File: src/rtl/arp_cache_resolver_defines.svh
// Assertion macros for the resolver RTL.
`ifndef ARP_CACHE_RESOLVER_DEFINES_SVH
`define ARP_CACHE_RESOLVER_DEFINES_SVH

// The consequent must hold in the same cycle as the antecedent.
`define ARPC_ASSERT_IMP(label, clk, rst_n, ante, cons, msg) \
	label: assert property (@(posedge clk) disable iff (!rst_n) (ante) |-> (cons)) \
		else $error(msg);

// The consequent must hold in the cycle after the antecedent.
`define ARPC_ASSERT_NXT(label, clk, rst_n, ante, cons, msg) \
	label: assert property (@(posedge clk) disable iff (!rst_n) (ante) |=> (cons)) \
		else $error(msg);

`endif

File: src/rtl/arpc_ram.sv
`timescale 1ns / 1ps

module arpc_ram #(
	parameter int WIDTH = 8,
	parameter int DEPTH = 32,
	localparam int AW = (DEPTH > 1) ? $clog2(DEPTH) : 1
) (
	input  logic             clk,
	input  logic             we,
	input  logic [AW-1:0]    waddr,
	input  logic [WIDTH-1:0] wdata,
	input  logic             re,
	input  logic [AW-1:0]    raddr,
	output logic [WIDTH-1:0] rdata
);

	logic [WIDTH-1:0] mem [DEPTH];

	always_ff @(posedge clk) begin
		if (we) begin
			mem[waddr] <= wdata;
		end
		if (re) begin
			rdata <= mem[raddr];
		end
	end

endmodule

File: config.mk
export PLATFORM = sky130hd
export DESIGN_NAME = arpc_ram
export DESIGN_NICKNAME = d
export VERILOG_FILES = /design/src/rtl/arp_cache_resolver_defines.svh /design/src/rtl/arpc_ram.sv
export SDC_FILE = /design/constraint.sdc
export NUM_CORES = 1
export LEC_CHECK = 0
export ABC_CLOCK_PERIOD_IN_PS = 2240
export BUFFER_PORTS_ARGS = -buffer_cell sky130_fd_sc_hd__buf_2
export CAP_MARGIN = 25
export CORE_ASPECT_RATIO = 1.5
export CORE_UTILIZATION = 58
export CTS_BUF_LIST = sky130_fd_sc_hd__clkbuf_2
export CTS_CLUSTER_SIZE = 8
export DETAILED_ROUTE_END_ITERATION = 8
export HOLD_SLACK_MARGIN = 0.05
export MAX_ROUTING_LAYER = met4
export PLACE_DENSITY = 0.82
export SLEW_MARGIN = 10
export SYNTH_ARGS = -nofsm -noshare
export SYNTH_HDL_FRONTEND = slang
export SYNTH_SLANG_ARGS = --single-unit
File: constraint.sdc
create_clock -name clk -period 2.24 [get_ports clk]
set_input_delay 0.112 -clock clk [delete_from_list [all_inputs] [get_ports clk]]
set_output_delay 0.112 -clock clk [all_outputs]
set_load 0.01 [all_outputs]
Word-level counts from Yosys, hierarchy flattened
Memory sizes are Yosys's and may differ from the RTL's. A register that Yosys moved wholly into a read port is not among the register bits.
Cells that the tools add are included.
{ "totals": {"reg_bits": 0, "latch_bits": 0, "mem_bits_rw": 256, "mem_bits_ro": 0, "input_bits": 21, "out_inout_bits": 8, "n_memories": 1} }
{ "memory_table": {"columns": ["memory", "depth", "width", "rd", "rd_clocked_by_memory_dff", "write_ports", "line_no", "text"], "rows": [
  ["mem", 32, 8, 1, 1, 1, "arpc_ram.sv:17", "logic [WIDTH-1:0] mem [DEPTH];"]
]} }
{ "op_classes": {"n_addsub": 0, "n_mul": 0, "div": 0, "order_cmp": 0, "n_eq_ne": 0, "n_shift": 0, "n_mux": 2, "bitwise": 0, "n_reduce_logical": 0} }
{ "ops": {"columns": ["operator", "n"], "rows": [
  ["two-way mux 1 bit", 2]
]} }

Logic depth before layout (Yosys ltp)
{ "depth": {"word_depth": 2, "ltp_mapped": 5, "depth_no_buf": 3} }

Least setup slack after synthesis
Ideal clock, no wire load.
{ "synth_timing": {"path_type": "in2reg", "start": "input raddr[2]", "end": "register rdata[0] (read register of mem), data pin", "arrival_time_ps": 1794, "path_slack_ps": 186, "path_stages": 5, "path_buffers": 2, "path_cell_list": "clkbuf_1 > clkbuf_1 > mux4_2 > mux4_2 > mux2_2"} }
{ "synth_rtl": {"columns": ["element", "line_no", "text"], "rows": [
  ["start: declaration", "arpc_ram.sv:13", "input logic [AW-1:0] raddr,"],
  ["end: declaration", "arpc_ram.sv:14", "output logic [WIDTH-1:0] rdata"]
]} }

Final worst setup path
{ "layout_timing": {"start": "input waddr[3]", "end": "memory mem[22][7] (enable)"} }
{ "layout_rtl": {"columns": ["element", "line_no", "text"], "rows": [
  ["start: declaration", "arpc_ram.sv:10", "input logic [AW-1:0] waddr,"],
  ["end: declaration", "arpc_ram.sv:17", null]
]} }
No word-level cell before the write port.

==> results by group <==
Outcome
  – Status: finished, final reports clean

Final layout
  – # nets final: 563
  – Multi-input logic area: 2100 sq um
  – Area Growth Syn to Fin: 13.1%
  – Layout cells sized above 1: 41.2%
  – FF/Latch Area: 7930 sq um
  – Fillers: 1036

Detailed routing
  – DRC errors left: 0
  – Iteration-0 DRC count of the detailed router: 440
  – Met2 wire len: 11500 microns
  – DRT antenna net count: 0
  – Wl on met1: 7480 microns
  – Total number of vias: 4921
  – Routed met3 length: 1200 microns
  – First-pass DRT Iterations: 7
  – Post-DR wirelength/cell: 26.2 microns
  – Max Used Layer: met4
  – Overall routed net length: 20700 microns
  – Via/cell ratio: 6.21

Worst setup path
  – Largest stage delay on the critical path: 0.62 ns
  – CP dominant cell by count: dlygate4sd3_1
  – FF-to-FF End: rdata[2]
  – CP arrival: 2.41 ns
  – CP max-delay cell: dlygate4sd3_1
  – Worst path bufs/invs: 4
  – R2R depth: 3
  – Reg2reg start: mem[31][2]
  – Reg2Reg Setup Slack: 0.27 ns
  – Worst setup EP type: register
  – Crit path cell chain: dlygate4sd3_1 > buf_2 > nand3b_1 > dlygate4sd3_1 > nor2_1 > dlygate4sd3_1
  – Highest fanout seen on the critical path: 8
  – Setup CP Type: in2reg
  – Crit path max-delay family: buffers and inverters
  – Crit start category: primary input
  – CP required: 2.67 ns

Power and ir drop
  – Leak Pwr: 3.77 nW
  – Max VDD drop: 0.000425 V
  – Clock power share: 29.9%
  – Pwr Total: 8.67 mW
  – Part of the power in registers: 63.7%
  – Net Sw Frac: 23.3%
  – Int Power: 6.65 mW
  – Psw: 2.02 mW
  – Comb power frac: 6.4%
  – PD cells: 756 nW/um^2

Synthesis
  – Cells after synthesis: 417
  – Synthesized Nets: 438
  – Compound-Gate Fraction of Synth Area: 0%
  – Multiplexer share of the synthesized area: 18.7%
  – Yosys cell types: 14
  – Xor/xnor cell area share of the yosys netlist: 0%
  – Syn Area/Cell: 24.3 sq um
  – Yosys Warn Count: 0
  – Synth Area in Simple Gates: 2.05%
  – Flip-flop and latch count after synthesis: 264
  – Combinational family with the most area after synthesis: multiplexers
  – Register area share after synthesis: 78.2%
  – Adder-Cell Fraction of Synth Area: 0%
  – Area of the mapped netlist: 10100 sq um

Global routing
  – Largest net degree at the start of global routing: 33
  – Global Route Usage Sum: 25.8%
  – Grt ovf: 0
  – Initial antenna violation count: 1
  – Vias in the first global route: 5320
  – First-pass GRT wire length: 31300 microns

Timing
  – Max Fclk: 0.505 GHz
  – Rel. slew slack: 47.5%
  – Worst-case clock skew: 0.0552 ns
  – Worst-Margin Slew: 0.784 ns
  – Fin crit period: 1.98 ns
  – Unrepaired setup endpoints after global routing: false
  – Final Hold Viols: 0
  – Max-slew violation count: 0
  – Setup tns final: 0 ns
  – # setup viols final: 0
  – Final worst-path cycle share: 88.4%

Hold path
  – HP Start: we
  – HP Class: in2reg
  – Hold path cells: 5
  – Hold Path Sink: mem[10][6]

Place
  – Port buffer count: 28
  – Final HPWL DP: 13600 microns
  – GP Congestion: 0.770

Floorplan
  – Rows: 58
  – IO Pins: 29
  – Die height: 164 microns
  – Core box area: 16900 sq um
  – Initial Util: 59.9%
  – Die area: 18000 sq um
  – Die width: 110 microns

CTS
  – Number of gates resized after CTS: 0
  – CTS tree: done
  – Htree depth: 2
  – Skew-Pair Late Insertion Delay: 0.76 ns
  – Clock transition at path regs: 0.12 ns
  – Post-CTS Setup Inserts: 0
  – Clk sinks: 264
  – Root Buffer: clkbuf_2
  – CTS buffer count: 54
  – Clk buf depth: 3

Job
  – Max-cap check violation count: 0
[sequential cells by signal, summed over array words and instances (netlist names)]
signal / count
rdata: 8
mem: 256
[worst max path at each step]
stage | from | to | slack, ns | cells past startpoint
after floorplan | raddr[2] | rdata[0] | 0.19 | 5
after global routing | mem[31][2] | rdata[2] | 0.22 | 3
final | waddr[3] | mem[22][7] | 0.26 | 6
after detailed placement | raddr[0] | rdata[3] | 0.05 | 5
after CTS | mem[21][5] | rdata[5] | 0.25 | 3
after global placement | raddr[0] | rdata[3] | 0.06 | 5
[worst reg2reg max path, cell delays in order (launching register included)]
cell and delay [ns]:
edfxtp_1 0.39, mux4_2 0.48, mux4_2 0.56, mux2_2 0.30
[power by group through the flow]
| stage | combinational, mW | sequential (mW) | clock [mW] |
|---|---|---|---|
| 2_1_floorplan | 0.293 | 5.64 | 0 |
| 3_3_place_gp | 0.516 | 5.63 | 0 |
| 3_5_place_dp | 0.537 | 5.64 | 0 |
| 4_1_cts | 0.560 | 5.53 | 2.65 |
| 5_1_grt | 0.585 | 5.53 | 2.84 |
| 6_report | 0.553 | 5.52 | 2.60 |
[repair_timing]
item                                    in CTS  in global routing
hold buffers                                17                  0
endpoints found under the hold margin      393                  0
endpoints found under the setup margin       0                  0
[per-stage QoR]
stage	instance area, sq um	setup slack, ns	instances	hold WS (ns)	utilization, %
finish	11500	0.261	793	0.140	67.8
CTS	11500	0.245	792	0.0883	67.8
detailed placement	10800	0.0525	679	0.489	64.1
global placement	10800	0.0625	679	0.488	64.1
global route	11500	0.222	793	0.120	67.8
floorplan	10100	0.186	417	0.211	-
[synthesized netlist by cell type]
cell      count  share of area [%]
edfxtp_1    264                 78
mux4_2       80                 18
nor2_1       33                1.2
mux2_2        8               0.89
buf_1         6               0.22
buf_4         6               0.44
clkbuf_1      6               0.22
nand3b_1      5               0.37
or3b_2        3               0.26
nand3_1       2              0.099
buf_2         1              0.049
buf_6         1               0.11
nand2_1       1              0.037
or3_1         1              0.062
[placed cells by master (no fill, tap or decap), types with 4 or more instances in the layout]
cell type	instances
edfxtp_1	264
mux4_2	80
clkbuf_2	72
buf_4	39
nor2_1	33
buf_2	27
clkinv_1	19
dlygate4sd3_1	17
mux2_2	8
buf_12	6
nand3b_1	5
clkinv_2	4
[kinds of logic (layout without fill, tap and decap cells)]
kind of cell           after synthesis  count (layout)
multiplexers                        88              88
buffers and inverters               20             185
flip-flops                         264             264
other                                0               1
AND/OR/NAND/NOR                     45              45
[layer usage]
layer / vias to the layer above / global-route usage [%]
met2: 225 / 43.7
met1: 2592 / 31.2
met4: 0 / 10.3
met5: - / -
li1: 2067 / -
met3: 37 / 3.69
[final cells by class]
class                      count  area share (%)
antenna                        1          0.0218
clock inverter                24           0.829
tap                          210            2.29
clock buffer                  72            3.14
sequential                   264            69.1
timing repair buffer          89            6.26
multi-input combinational    133            18.3
(Power assumes the default switching activity.)
