--- config.mk ---
export PLATFORM = sky130hd
export DESIGN_NAME = arpc_out
export DESIGN_NICKNAME = d
export VERILOG_FILES = /design/src/rtl/arp_cache_resolver_defines.svh /design/src/rtl/arpc_pkg.sv /design/src/rtl/arpc_out.sv
export SDC_FILE = /design/constraint.sdc
export NUM_CORES = 1
export LEC_CHECK = 0
export BUFFER_PORTS_ARGS = -buffer_cell sky130_fd_sc_hd__buf_2
export CAP_MARGIN = 15
export CORE_ASPECT_RATIO = 1.2
export CORE_MARGIN = 2
export CORE_UTILIZATION = 40
export DETAILED_ROUTE_END_ITERATION = 10
export GPL_TIMING_DRIVEN = 0
export HOLD_SLACK_MARGIN = 0.08
export PLACE_DENSITY = 0.66
export RECOVER_POWER = 25
export SLEW_MARGIN = 5
export SYNTH_ARGS = -nofsm -noshare
export SYNTH_HDL_FRONTEND = slang
export SYNTH_SLANG_ARGS = --single-unit
--- constraint.sdc ---
create_clock -name clk -period 9.1 [get_ports clk]
set_input_delay 1.365 -clock clk [delete_from_list [all_inputs] [get_ports clk]]
set_output_delay 1.365 -clock clk [all_outputs]
set_load 0.05 [all_outputs]
--- src/rtl/arp_cache_resolver_defines.svh ---
// Assertion macros for the resolver RTL.
`ifndef ARP_CACHE_RESOLVER_DEFINES_SVH
`define ARP_CACHE_RESOLVER_DEFINES_SVH

// The consequent must hold in the same cycle as the antecedent.
`define ARPC_ASSERT_IMP(label, clk, rst_n, ante, cons, msg) \
	label: assert property (@(posedge clk) disable iff (!rst_n) (ante) |-> (cons)) \
		else $error(msg);

// The consequent must hold in the cycle after the antecedent.
`define ARPC_ASSERT_NXT(label, clk, rst_n, ante, cons, msg) \
	label: assert property (@(posedge clk) disable iff (!rst_n) (ante) |=> (cons)) \
		else $error(msg);

`endif

--- src/rtl/arpc_pkg.sv ---
`timescale 1ns / 1ps

package arpc_pkg;

	localparam int ENTRIES     = 32;
	localparam int IDX_W       = (ENTRIES > 1) ? $clog2(ENTRIES) : 1;
	localparam int MAX_RESULTS = 32;
	localparam int CNT_W       = $clog2(MAX_RESULTS + 1);

	localparam int TIME_W = 48;
	localparam int MAC_W  = 48;
	localparam int IP_W   = 32;
	localparam int HDL_W  = 16;

	localparam logic [MAC_W-1:0] BCAST_MAC   = '1;
	localparam logic [IP_W-1:0]  BCAST_IP    = '1;
	localparam logic [2:0]       RETRY_LIMIT = 3'd5;

	// Item modes.
	localparam logic [1:0] MODE_TX   = 2'd0;
	localparam logic [1:0] MODE_ARP  = 2'd1;
	localparam logic [1:0] MODE_TICK = 2'd2;

	// Result actions.
	localparam logic [1:0] ACT_SEND = 2'd0;
	localparam logic [1:0] ACT_ARP  = 2'd1;
	localparam logic [1:0] ACT_FREE = 2'd2;

	// ARP opcodes as carried in results, and the received request opcode.
	localparam logic [1:0]  OP_NONE    = 2'd0;
	localparam logic [1:0]  OP_REQUEST = 2'd1;
	localparam logic [1:0]  OP_REPLY   = 2'd2;
	localparam logic [15:0] ARP_OP_REQ = 16'd1;

	// Header checks on a received ARP item.
	localparam logic [15:0] HW_ETHER   = 16'd1;
	localparam logic [15:0] PROTO_IPV4 = 16'h0800;
	localparam logic [7:0]  HW_LEN     = 8'd6;
	localparam logic [7:0]  PROTO_LEN  = 8'd4;
	localparam logic [15:0] MIN_FRAME  = 16'd28;

	// Configuration register indexes.
	localparam logic [2:0] CFG_LOCAL_IP    = 3'd0;
	localparam logic [2:0] CFG_SUBNET_MASK = 3'd1;
	localparam logic [2:0] CFG_LOCAL_MAC   = 3'd2;
	localparam logic [2:0] CFG_RETRY       = 3'd3;
	localparam logic [2:0] CFG_TTL         = 3'd4;

	typedef struct packed {
		logic [1:0]        mode;
		logic [TIME_W-1:0] now_ms;
		logic [HDL_W-1:0]  packet_handle;
		logic [IP_W-1:0]   peer_ip;
		logic [IP_W-1:0]   target_ip;
		logic [MAC_W-1:0]  sender_mac;
		logic [15:0]       arp_op;
		logic [15:0]       hw_type;
		logic [15:0]       proto_type;
		logic [7:0]        hw_len;
		logic [7:0]        proto_len;
		logic [15:0]       frame_len;
	} req_t;

	typedef struct packed {
		logic [1:0]       action;
		logic [MAC_W-1:0] dest_mac;
		logic [HDL_W-1:0] packet_out;
		logic [1:0]       arp_op_out;
		logic [MAC_W-1:0] target_hw;
		logic [IP_W-1:0]  target_proto;
		logic             last;
	} res_t;

	typedef struct packed {
		logic [IP_W-1:0]   ip;
		logic [MAC_W-1:0]  mac;
		logic              valid;
		logic              pending;
		logic [HDL_W-1:0]  handle;
		logic [TIME_W-1:0] updated;
		logic [TIME_W-1:0] last_req;
	} entry_t;

	localparam int ENTRY_W = $bits(entry_t);

	typedef struct packed {
		logic push;
		logic flush;
	} emit_ctl_t;

	typedef struct packed {
		logic rdy;
		logic held;
	} emit_sts_t;

	function automatic res_t make_res(logic [1:0] action, logic [MAC_W-1:0] dmac,
			logic [HDL_W-1:0] pkt, logic [1:0] op, logic [MAC_W-1:0] thw,
			logic [IP_W-1:0] tpa);
		res_t r;
		r.action       = action;
		r.dest_mac     = dmac;
		r.packet_out   = pkt;
		r.arp_op_out   = op;
		r.target_hw    = thw;
		r.target_proto = tpa;
		r.last         = 1'b0;
		return r;
	endfunction

	// Elapsed time, wrapping modulo 2^48.
	function automatic logic [TIME_W-1:0] age_ms(logic [TIME_W-1:0] now,
			logic [TIME_W-1:0] then);
		return now - then;
	endfunction

endpackage

--- src/rtl/arpc_out.sv ---
`timescale 1ns / 1ps

module arpc_out (
	input  logic              clk,
	input  logic              arst_n,
	input  arpc_pkg::emit_ctl_t ctl,
	input  arpc_pkg::res_t    push_data,
	output arpc_pkg::emit_sts_t sts,
	output logic              res_valid,
	input  logic              res_stall,
	output arpc_pkg::res_t    res_item
);
	import arpc_pkg::*;

	// The newest result is held back one step so that the final one of an
	// item can be marked when the item ends.
	res_t held_q;
	logic held_v_q;
	logic out_free;
	logic move;
	res_t move_item;

	assign out_free = !res_valid || !res_stall;
	assign sts.rdy  = !held_v_q || out_free;
	assign sts.held = held_v_q;
	assign move     = (ctl.push || ctl.flush) && held_v_q && out_free;

	always_comb begin
		move_item      = held_q;
		move_item.last = ctl.flush;
	end

	always_ff @(posedge clk or negedge arst_n) begin
		if (!arst_n) begin
			held_v_q  <= 1'b0;
			res_valid <= 1'b0;
		end else begin
			if (res_valid && !res_stall) begin
				res_valid <= 1'b0;
			end
			if (move) begin
				res_valid <= 1'b1;
			end
			if (ctl.push && sts.rdy) begin
				held_v_q <= 1'b1;
			end else if (ctl.flush && sts.rdy) begin
				held_v_q <= 1'b0;
			end
		end
	end

	always_ff @(posedge clk) begin
		if (move) begin
			res_item <= move_item;
		end
		if (ctl.push && sts.rdy) begin
			held_q <= push_data;
		end
	end

endmodule

; ---- After elaboration in Yosys (flattened, before gate mapping)
; Index checks and enable logic that the tools add are counted.
[classes]
n_mux = 4
n_reduce_logical = 13
[ops]
columns = op, count
row1 = $logic_and 1x1->1, 5
row2 = $mux 1, 4
row3 = $reduce_bool 2->1, 2
row4 = $logic_not 1->1, 3
row5 = $logic_or 1x1->1, 3
[totals]
reg_bits = 299
in_bits = 154
output_inout_bits = 152
elab_cells = 32

; ---- Logic depth before layout (Yosys ltp)
; Gate-level depths: netlist of run 1.
[logic_depth]
word_depth = 6
depth_mapped = 2
ltp_nobuf = 2

; ---- Worst setup path after synthesis of run 1
; OpenSTA, ideal clock, no wires.
[synth_timing]
path_kind = input to register
start = input port ctl[1] in the netlist's numbering
end = register res_item[0] in the netlist's numbering, enable pin
setup_ps = 707
t_arrival_ps = 8661
required_ps = 8393
slack_ps = -268
path_stages = 2
n_path_buf = 0
path_cell_list = o21ai_0 -> a21oi_1
[synth_via]
elab_chain_cells = 3
[synth_rtl]
columns = element, line
row1 = "start, declared", arpc_out.sv:6  ; input arpc_pkg::emit_ctl_t ctl,
row2 = $logic_or 1x1->1, arpc_out.sv:26  ; assign move = (ctl.push || ctl.flush) && held_v_q && out_free;
row3 = $logic_and 1x1->1 (2 in a row), arpc_out.sv:26
row4 = via move, arpc_out.sv:20  ; logic move;
row5 = "end signal, assigned", arpc_out.sv:54  ; res_item <= move_item;
row6 = "end, declared", arpc_out.sv:11  ; output arpc_pkg::res_t res_item
; The timed path passes the listed nets, and every way through them passes these cells.
; A chain may end at the register's enable or synchronous reset.

==> results of run 1 <==
[worst paths after layout]
| path | start | to | slack (ns) |
|---|---|---|---|
| worst min register to register | held_q[144]$_DFFE_PP_ | res_item[144]$_DFFE_PP_ | 0.41 |
| worst max register to register | res_valid$_DFFE_PN0P_ | held_q[24]$_DFFE_PP_ | 7.25 |
| worst max-delay path | res_stall | sts[1] | 5.87 |
| max in group asynchronous | arst_n | held_v_q$_DFFE_PN0P_ | 8.33 |
| worst min-delay path | held_q[144]$_DFFE_PP_ | res_item[144]$_DFFE_PP_ | 0.41 |
| min in group asynchronous | arst_n | res_valid$_DFFE_PN0P_ | 0.62 |
[Yosys cell counts]
library cell / n
nand3_1: 1
inv_1: 1
nor2_1: 1
dfrtp_1: 2
a31oi_1: 1
o21ai_0: 1
buf_4: 1
edfxtp_1: 297
nand2_1: 2
a21oi_1: 1
and2_1: 1
[stage by stage]
stage | power, mW | utilization (%)
floorplan | 1.99 | -
global placement | 2.11 | 48.9
detailed placement | 2.11 | 49.6
CTS | 3.37 | 54.2
global route | 3.45 | 54.2
finish | 3.32 | 54.2
[cells by family (layout without fill, tap and decap cells)]
family          after synthesis  count (layout)  synth area share, %
other cells                   0               2                    0
simple gates                  5               5                0.250
compound gates                3               3                0.180
flops                       299             299                 99.4
buf+inv                       2             367                0.125
[area by class of cell]
cell class / instances / area, sq um / area share [%]
Inverter: 1 / 3.75 / 0.0311
Sequential cell: 299 / 8970 / 74.2
Multi-Input combinational cell: 8 / 52.6 / 0.435
Clock buffer: 33 / 783 / 6.48
Timing Repair Buffer: 311 / 1680 / 13.9
Clock inverter: 21 / 238 / 1.97
Tap cell: 279 / 349 / 2.89
Antenna cell: 2 / 5.00 / 0.0414
Buffer: 1 / 7.51 / 0.0621
[per-layer routing]
layer | track usage (%) | routed length (um)
met5 | 0 | 21
met4 | 5.09 | 499
met3 | 4.98 | 1540
met2 | 23.3 | 8580
met1 | 16.2 | 6140
[placed cells by master, fill, tap and decap left out, types with 2 or more instances in the layout]
master / n
buf_12: 5
buf_16: 2
buf_2: 303
bufinv_16: 5
clkbuf_1: 3
clkbuf_16: 31
clkinv_1: 7
clkinv_2: 5
dfrtp_1: 2
diode_2: 2
edfxtp_1: 297
nand2_1: 2
[flip-flops by register name, summed over array words and instances (netlist names)]
| name | flops |
|---|---|
| held_v_q | 1 |
| held_q | 148 |
| res_valid | 1 |
| res_item | 149 |
[worst max-delay path, delay by kind of cell]
family,cells,cell delay (ns)
buf+inv,2,0.40
simple gates,1,0.10
[power by group through the flow]
stage	combinational, mW	sequential (mW)	clock, mW
floorplan	0.0445	1.94	0
global placement	0.370	1.74	0
detailed placement	0.396	1.71	0
CTS	0.396	1.69	1.29
global route	0.408	1.69	1.35
finish	0.390	1.68	1.25
==> flow_summary.toml, run 1 <==
[run_status]
run_status = "finished, final reports clean"

[grt]
grt_pass1_wl_um = 25300
overflow = 0
grt_start_max_net_pins = 59
antenna_found_initial = 4
groute.usage.overall_pct = 13.8
first_global_vias = 4616

[timing]
max_freq_mhz = 310
fin_ws_ns = 5.87
fin_crit_ns = 3.23
finalSetupTns_ns = 0
report.final.setup_viol = 0
worst_slew_pin_slew_ns = 0.641
finalCritPeriodShare_pct = 35.4
finalHoldViolCount = 0
rsz0062_at_grt = "no"
slew_violations = 0
relSlewSlack_pct = 57.3
holdWs_ns = 0.411
fin_worst_skew_ns = 0.0129

[logic_synthesis]
yosys.area.top_type = "edfxtp_1"
syn-num-nets = 463
ys_ff_latch = 299
synth_top_area_share_pct = 98.9
synth_area_leaders = "edfxtp_1, dfrtp_1, buf_4, nand2_1, a31oi_1"
yosysWarnings = 0
netlist_instances = 309
synth.distinct_cells = 11
synth.yosys.seq_area_share_pct = 99.4
syn_area_per_cell_sq_um = 29.2
syn_area_sq_um = 9020

[clock_network]
clockRootBuffer = "clkbuf_16"
clkLatencyLatePin_ns = 0.54
cts-resized-gates = 0
post-cts-setup-buffers = 0
htree_levels = 1
clock-sinks = 299
cts_buffers = 30
cts_tree = "built"
clockBufferDepth = 3
holdBufCountCts = 0
clk_pin_slew_worst_paths_ns = 0.06

[cells_and_area]
final_cells = 955
nNetsFinal = 806
fill_cells = 1727
area_growth_pct = 34.0
drive_above_1_share_pct = 53.1
stdcell_area_sq_um = 12100

[pwr]
seq_power_share_pct = 50.7
p_sw_share_pct = 24.9
p_per_area_nw_per_um2 = 275
p_switching_mw = 0.826
pwr-share-comb_pct = 11.8
cellLeakagePower_nw = 4.65
internal-power_mw = 2.50
ir_worst_vdd_mv = 0.186
clkPwrFrac_pct = 37.5

[placed_design]
placed_area_sq_um = 11100
io_buffers = 304
dp.final_hpwl_um = 11600
gp_congestion = 0.716
post-place-cells = 899
place_ws_ns = 5.88

[setup_path]
critical_path_class = "primary input to output port"
cp_max_fo = 3
endpoint_kind = "output port"
start_kind = "primary input"
cp_data_arrival_time_ns = 1.86
required_ns = 7.74
critPathSlowestCell = "buf_2"
rr_worst_depth = 3
crit_chain = "buf_2 > nand3_1 > buf_2"
slowest_delay_ns = 0.27
worst_path_most_repeated_cell = "buf_2"

[route]
drc_errors = 0
first_iter_violations = 224
wl_um = 16800
ant_nets = 0
viasPerCell = 4.48
vias = 4283
dr.pass1.iters = 4
wire_per_inst_um = 17.6

[floorplan]
coreArea_sq_um = 22300
fp-row-count = 60
die_height_um = 168
die_w_um = 141
start_util_pct = 40.4
pin_count = 306
dieArea_sq_um = 23800

[min_path]
holdPathStages = 0
hold_class = "flop to flop"

[job]
cap_violations = 0
Power figures use the tool's default switching activity.
==> inputs of run 2 (changes only) <==
==> constraint.sdc (replaced) <==
create_clock -name clk -period 3.3 [get_ports clk]
set_input_delay 0.495 -clock clk [delete_from_list [all_inputs] [get_ports clk]]
set_output_delay 0.495 -clock clk [all_outputs]
set_load 0.05 [all_outputs]
==> flow_summary.toml, run 2 (synthesized netlist as in run 1, its figures left out) <==
[cells_and_area]
top_register = "res_item"
final_common_cell = "buf_2"
nNetsFinal = 808
final_cell_mix = "buf_2, edfxtp_1, clkbuf_16"
top_regs = "res_item x149, held_q x148"
largest_register_ffs = 149
final_cells = 959
area_growth_pct = 33.6
drive_above_1_share_pct = 53.0

[grt]
groute.usage.overall_pct = 13.6
grt_pass1_wl_um = 25000
first_global_vias = 4465
overflow = 0
grt_start_max_net_pins = 43
antenna_found_initial = 3

[timing]
fin_worst_skew_ns = 0.00897
finalSetupTns_ns = 0
slew_violations = 0
worst_slew_pin_slew_ns = 0.500
report.final.setup_viol = 0
finalHoldViolCount = 0
relSlewSlack_pct = 66.7
fin_crit_ns = 1.91
max_freq_mhz = 524
finalCritPeriodShare_pct = 57.8
rsz0062_at_grt = "no"

[min_path]
hp-start = "push_data[104]"
hold_class = "primary input to flop"

[setup_path]
endpoint = "held_q[36]$_DFFE_PP_"
critical_path_class = "flop to flop"
endpoint_kind = "flop"
cp_max_fo = 37
start_kind = "flop"
rr_worst_depth = 4
worstReg2RegStart = "res_valid$_DFFE_PN0P_"
cp_data_arrival_time_ns = 2.12
r2r_end = "held_q[36]$_DFFE_PP_"
r2r_slack_ns = 1.39
required_ns = 3.52
crit_start = "res_valid$_DFFE_PN0P_"

[clock_network]
clock-sinks = 299
htree_levels = 1
clockRootBuffer = "clkbuf_16"
clk_pin_slew_worst_paths_ns = 0.07
cts_buffers = 29
post-cts-setup-buffers = 0
cts_tree = "built"
clkLatencyLatePin_ns = 0.53
clockBufferDepth = 3

[route]
viasPerCell = 4.43
dr.pass1.iters = 4
wire_per_inst_um = 17.3
drc_errors = 0
ant_nets = 0
vias = 4244
first_iter_violations = 192
wl_um = 16600

[job]
cap_violations = 0

[placed_design]
io_buffers = 304
post-place-cells = 901
gp_congestion = 0.703
dp.final_hpwl_um = 11700

[floorplan]
die_w_um = 141
die_height_um = 168
start_util_pct = 40.4
fp-row-count = 60
pin_count = 306
dieArea_sq_um = 23800
coreArea_sq_um = 22300

[run_status]
run_status = "finished, final reports clean"

[pwr]
cellLeakagePower_nw = 4.63
ir_worst_vdd_mv = 0.479
power_mw = 8.93
p_per_area_nw_per_um2 = 741
-- run 2: what timing repair did --
action / in CTS / in global routing
endpoints found under the hold margin: 2 / 0
hold buffers: 1 / 0
resized for setup: 0 / 0
-- run 2: metrics by stage --
stage	instance area, sq um	worst slack, ns	hold slack, ns	util [%]
6_report	12000	1.39	0.134	54.0
5_1_grt	12000	1.27	0.106	54.0
3_3_place_gp	10900	-1.30	0.287	48.9
2_1_floorplan	9030	-0.216	0.199	-
3_5_place_dp	11100	1.17	0.287	49.8
4_1_cts	12000	1.34	0.106	54.0
-- run 2: area by class of cell --
type / count / area [sq um]
diodes: 4 / 10.0
inverters: 1 / 3.75
plain buffers: 1 / 7.51
multi-input cells: 8 / 52.6
flip-flops and latches: 299 / 8970
clock buffers: 35 / 748
well taps: 279 / 349
repair buffers: 314 / 1720
clock inverters: 18 / 181
fillers: 1711 / 10300
-- run 2: layer usage --
| metal | vias to the layer above | routed length, um | GRT usage [%] |
|---|---|---|---|
| met1 | 2035 | 6330 | 16.8 |
| met3 | 38 | 1650 | 5.01 |
| met5 | - | 0 | 0 |
| li1 | 1963 | - | - |
| met2 | 208 | 8200 | 22.5 |
| met4 | 0 | 455 | 4.52 |
-- run 2: critical path, cell delays in order, from the launching register on --
cell and delay, ns:
dfrtp_2 0.45, nand3_1 0.12, and2_4 0.47, buf_12 0.28, buf_12 0.24
-- run 2: how the worst min path moves through the flow --
stage / endpoint / slack [ns] / cells after the start
detailed placement: held_v_q$_DFFE_PN0P_ / 0.29 / 1
global placement: held_v_q$_DFFE_PN0P_ / 0.29 / 1
floorplan: held_v_q$_DFFE_PN0P_ / 0.20 / 0
finish: held_q[104]$_DFFE_PP_ / 0.13 / 1
global route: held_q[104]$_DFFE_PP_ / 0.11 / 1
CTS: held_q[104]$_DFFE_PP_ / 0.11 / 1
-- run 2: report_power, final --
part | internal, mW | switching [mW] | total [mW]
logic | 0.231 | 0.862 | 1.09
clock network | 1.86 | 1.33 | 3.19
registers | 4.57 | 0.0762 | 4.64
==> inputs of run 3 (changes only) <==
--- a/config.mk
+++ b/config.mk
@@ -13,7 +13,7 @@
 export DETAILED_ROUTE_END_ITERATION = 10
 export GPL_TIMING_DRIVEN = 0
 export HOLD_SLACK_MARGIN = 0.08
-export PLACE_DENSITY = 0.66
+export PLACE_DENSITY = 0.68
 export RECOVER_POWER = 25
 export SLEW_MARGIN = 5
 export SYNTH_ARGS = -nofsm -noshare
==> constraint.sdc (replaced) <==
create_clock -name clk -period 1.7 [get_ports clk]
set_input_delay 0.255 -clock clk [delete_from_list [all_inputs] [get_ports clk]]
set_output_delay 0.255 -clock clk [all_outputs]
set_load 0.05 [all_outputs]
==> flow_summary.toml, run 3 (synthesized netlist as in run 1, its figures left out) <==
[floorplan]
coreArea_sq_um = 22300
die_w_um = 141
pin_count = 306
start_util_pct = 40.4
die_height_um = 168
fp-row-count = 60
dieArea_sq_um = 23800

[grt]
grt_pass1_wl_um = 30000
overflow = 0
groute.usage.overall_pct = 16.5
grt_start_max_net_pins = 57
antenna_found_initial = 2
first_global_vias = 5537

[timing]
max_freq_mhz = 601
finalHoldViolCount = 0
worst_slew_pin_slew_ns = 0.377
report.final.setup_viol = 0
fin_crit_ns = 1.66
finalSetupTns_ns = 0
slew_violations = 0
finalCritPeriodShare_pct = 97.9
relSlewSlack_pct = 74.8
holdWs_ns = 0.411
fin_worst_skew_ns = 0.00986

[setup_path]
critPathSlowestCell = "dfrtp_2"
crit_chain = "nand3_1 > buf_6"
endpoint_kind = "output port"
cp_data_arrival_time_ns = 1.41
critical_path_class = "flop to output port"
cp_max_fo = 4
crit_start = "res_valid$_DFFE_PN0P_"
slowest_delay_ns = 0.43
r2r_end = "held_q[46]$_DFFE_PP_"
worstReg2RegStart = "res_valid$_DFFE_PN0P_"
endpoint = "sts[1]"
r2r_slack_ns = 0.07
required_ns = 1.44
rr_worst_depth = 4
start_kind = "flop"

[pwr]
ir_worst_vdd_mv = 1.14
cellLeakagePower_nw = 5.23
p_per_area_nw_per_um2 = 1280

[clock_network]
cts_tree = "built"
clkLatencyLatePin_ns = 0.53
clock-sinks = 299
clk_pin_slew_worst_paths_ns = 0.07
clockBufferDepth = 3
cts_buffers = 28
clockRootBuffer = "clkbuf_16"
htree_levels = 1

[cells_and_area]
final_cell_mix = "edfxtp_1, buf_2, dlygate4sd3_1"
top_register = "res_item"
largest_register_ffs = 149
drive_above_1_share_pct = 42.3
final_common_cell = "edfxtp_1"
area_growth_pct = 50.1
fill_cells = 1553
top_regs = "res_item x149, held_q x148"
nNetsFinal = 963

[placed_design]
dp.final_hpwl_um = 11600
gp_congestion = 0.739
io_buffers = 304

[route]
vias = 5003
first_iter_violations = 201
viasPerCell = 4.52
dr.pass1.iters = 4
ant_nets = 0
drc_errors = 0
wire_per_inst_um = 18.5
wl_um = 20500

[job]
cap_violations = 0

[run_status]
run_status = "finished, final reports clean"

[min_path]
hold_class = "flop to flop"
[run 3: cell count changes in the layout (fill, tap and decap cells not counted), moves of 2 or more]
cell | previous run | this run
buf_16 | 2 | 4
buf_2 | 301 | 294
clkbuf_1 | 9 | 15
buf_4 | 1 | 3
bufinv_16 | 3 | 1
dlygate4sd3_1 | 1 | 154
buf_12 | 7 | 2
clkinv_2 | 7 | 4
[run 3: area by class of cell]
type	instances	area [sq um]	share of cell area, %
timing repair buffer	469	3300	24.3
multi-input combinational	9	60.1	0.444
inverter	1	3.75	0.0277
antenna	3	7.51	0.0555
sequential	299	8970	66.3
tap	279	349	2.58
clock buffer	35	748	5.53
clock inverter	12	93.8	0.693
buffer	1	7.51	0.0555
[run 3: how the worst min path moves through the flow]
| stage | start | to | slack, ns | depth (start not counted) |
|---|---|---|---|---|
| after floorplan | arst_n | held_v_q$_DFFE_PN0P_ | -0.04 | 0 |
| after global placement | arst_n | held_v_q$_DFFE_PN0P_ | 0.05 | 1 |
| after detailed placement | arst_n | held_v_q$_DFFE_PN0P_ | 0.05 | 1 |
| after CTS | push_data[5] | held_q[5]$_DFFE_PP_ | 0.40 | 2 |
| after global routing | held_q[27]$_DFFE_PP_ | res_item[27]$_DFFE_PP_ | 0.42 | 0 |
| final | held_q[52]$_DFFE_PP_ | res_item[52]$_DFFE_PP_ | 0.41 | 0 |
[run 3: repair_timing]
item	in CTS	in global routing
endpoints found under the setup margin	210	118
gates resized for setup	1	5
hold buffers	154	0
buffers inserted	3	0
pin swaps	1	0
cloned	2	1
hold endpoints to repair	153	0
[run 3: power by group]
part	leakage (nW)	internal [mW]	switching, mW
sequential	2.86	8.87	0.161
clock	0.408	3.26	2.52
combinational	1.96	0.702	1.77
[run 3: per-layer routing]
metal / global-route usage (%) / vias to the layer above / wire (um)
met5: 0 / - / 0
met4: 6.00 / 0 / 582
met3: 4.64 / 49 / 1500
met2: 31.1 / 251 / 11000
met1: 17.5 / 2436 / 7390
li1: - / 2267 / -
[run 3: through the flow]
| step | util (%) | setup WS, ns | total power, mW | instances | cell area [sq um] |
|---|---|---|---|---|---|
| after floorplan | - | -1.82 | 10.6 | 309 | 9030 |
| after global placement | 48.9 | -2.68 | 11.2 | 892 | 10900 |
| after detailed placement | 49.6 | -0.534 | 11.3 | 899 | 11100 |
| after CTS | 60.5 | 0.00340 | 17.4 | 1104 | 13500 |
| after global routing | 60.7 | -0.0231 | 17.8 | 1107 | 13500 |
| final | 60.7 | 0.0357 | 17.3 | 1108 | 13500 |
[run 3: worst max-delay path: cells and delay by family (launching register included)]
family        cells  cell delay (ns)
flops             1             0.43
buf+inv           1             0.23
simple gates      1             0.22
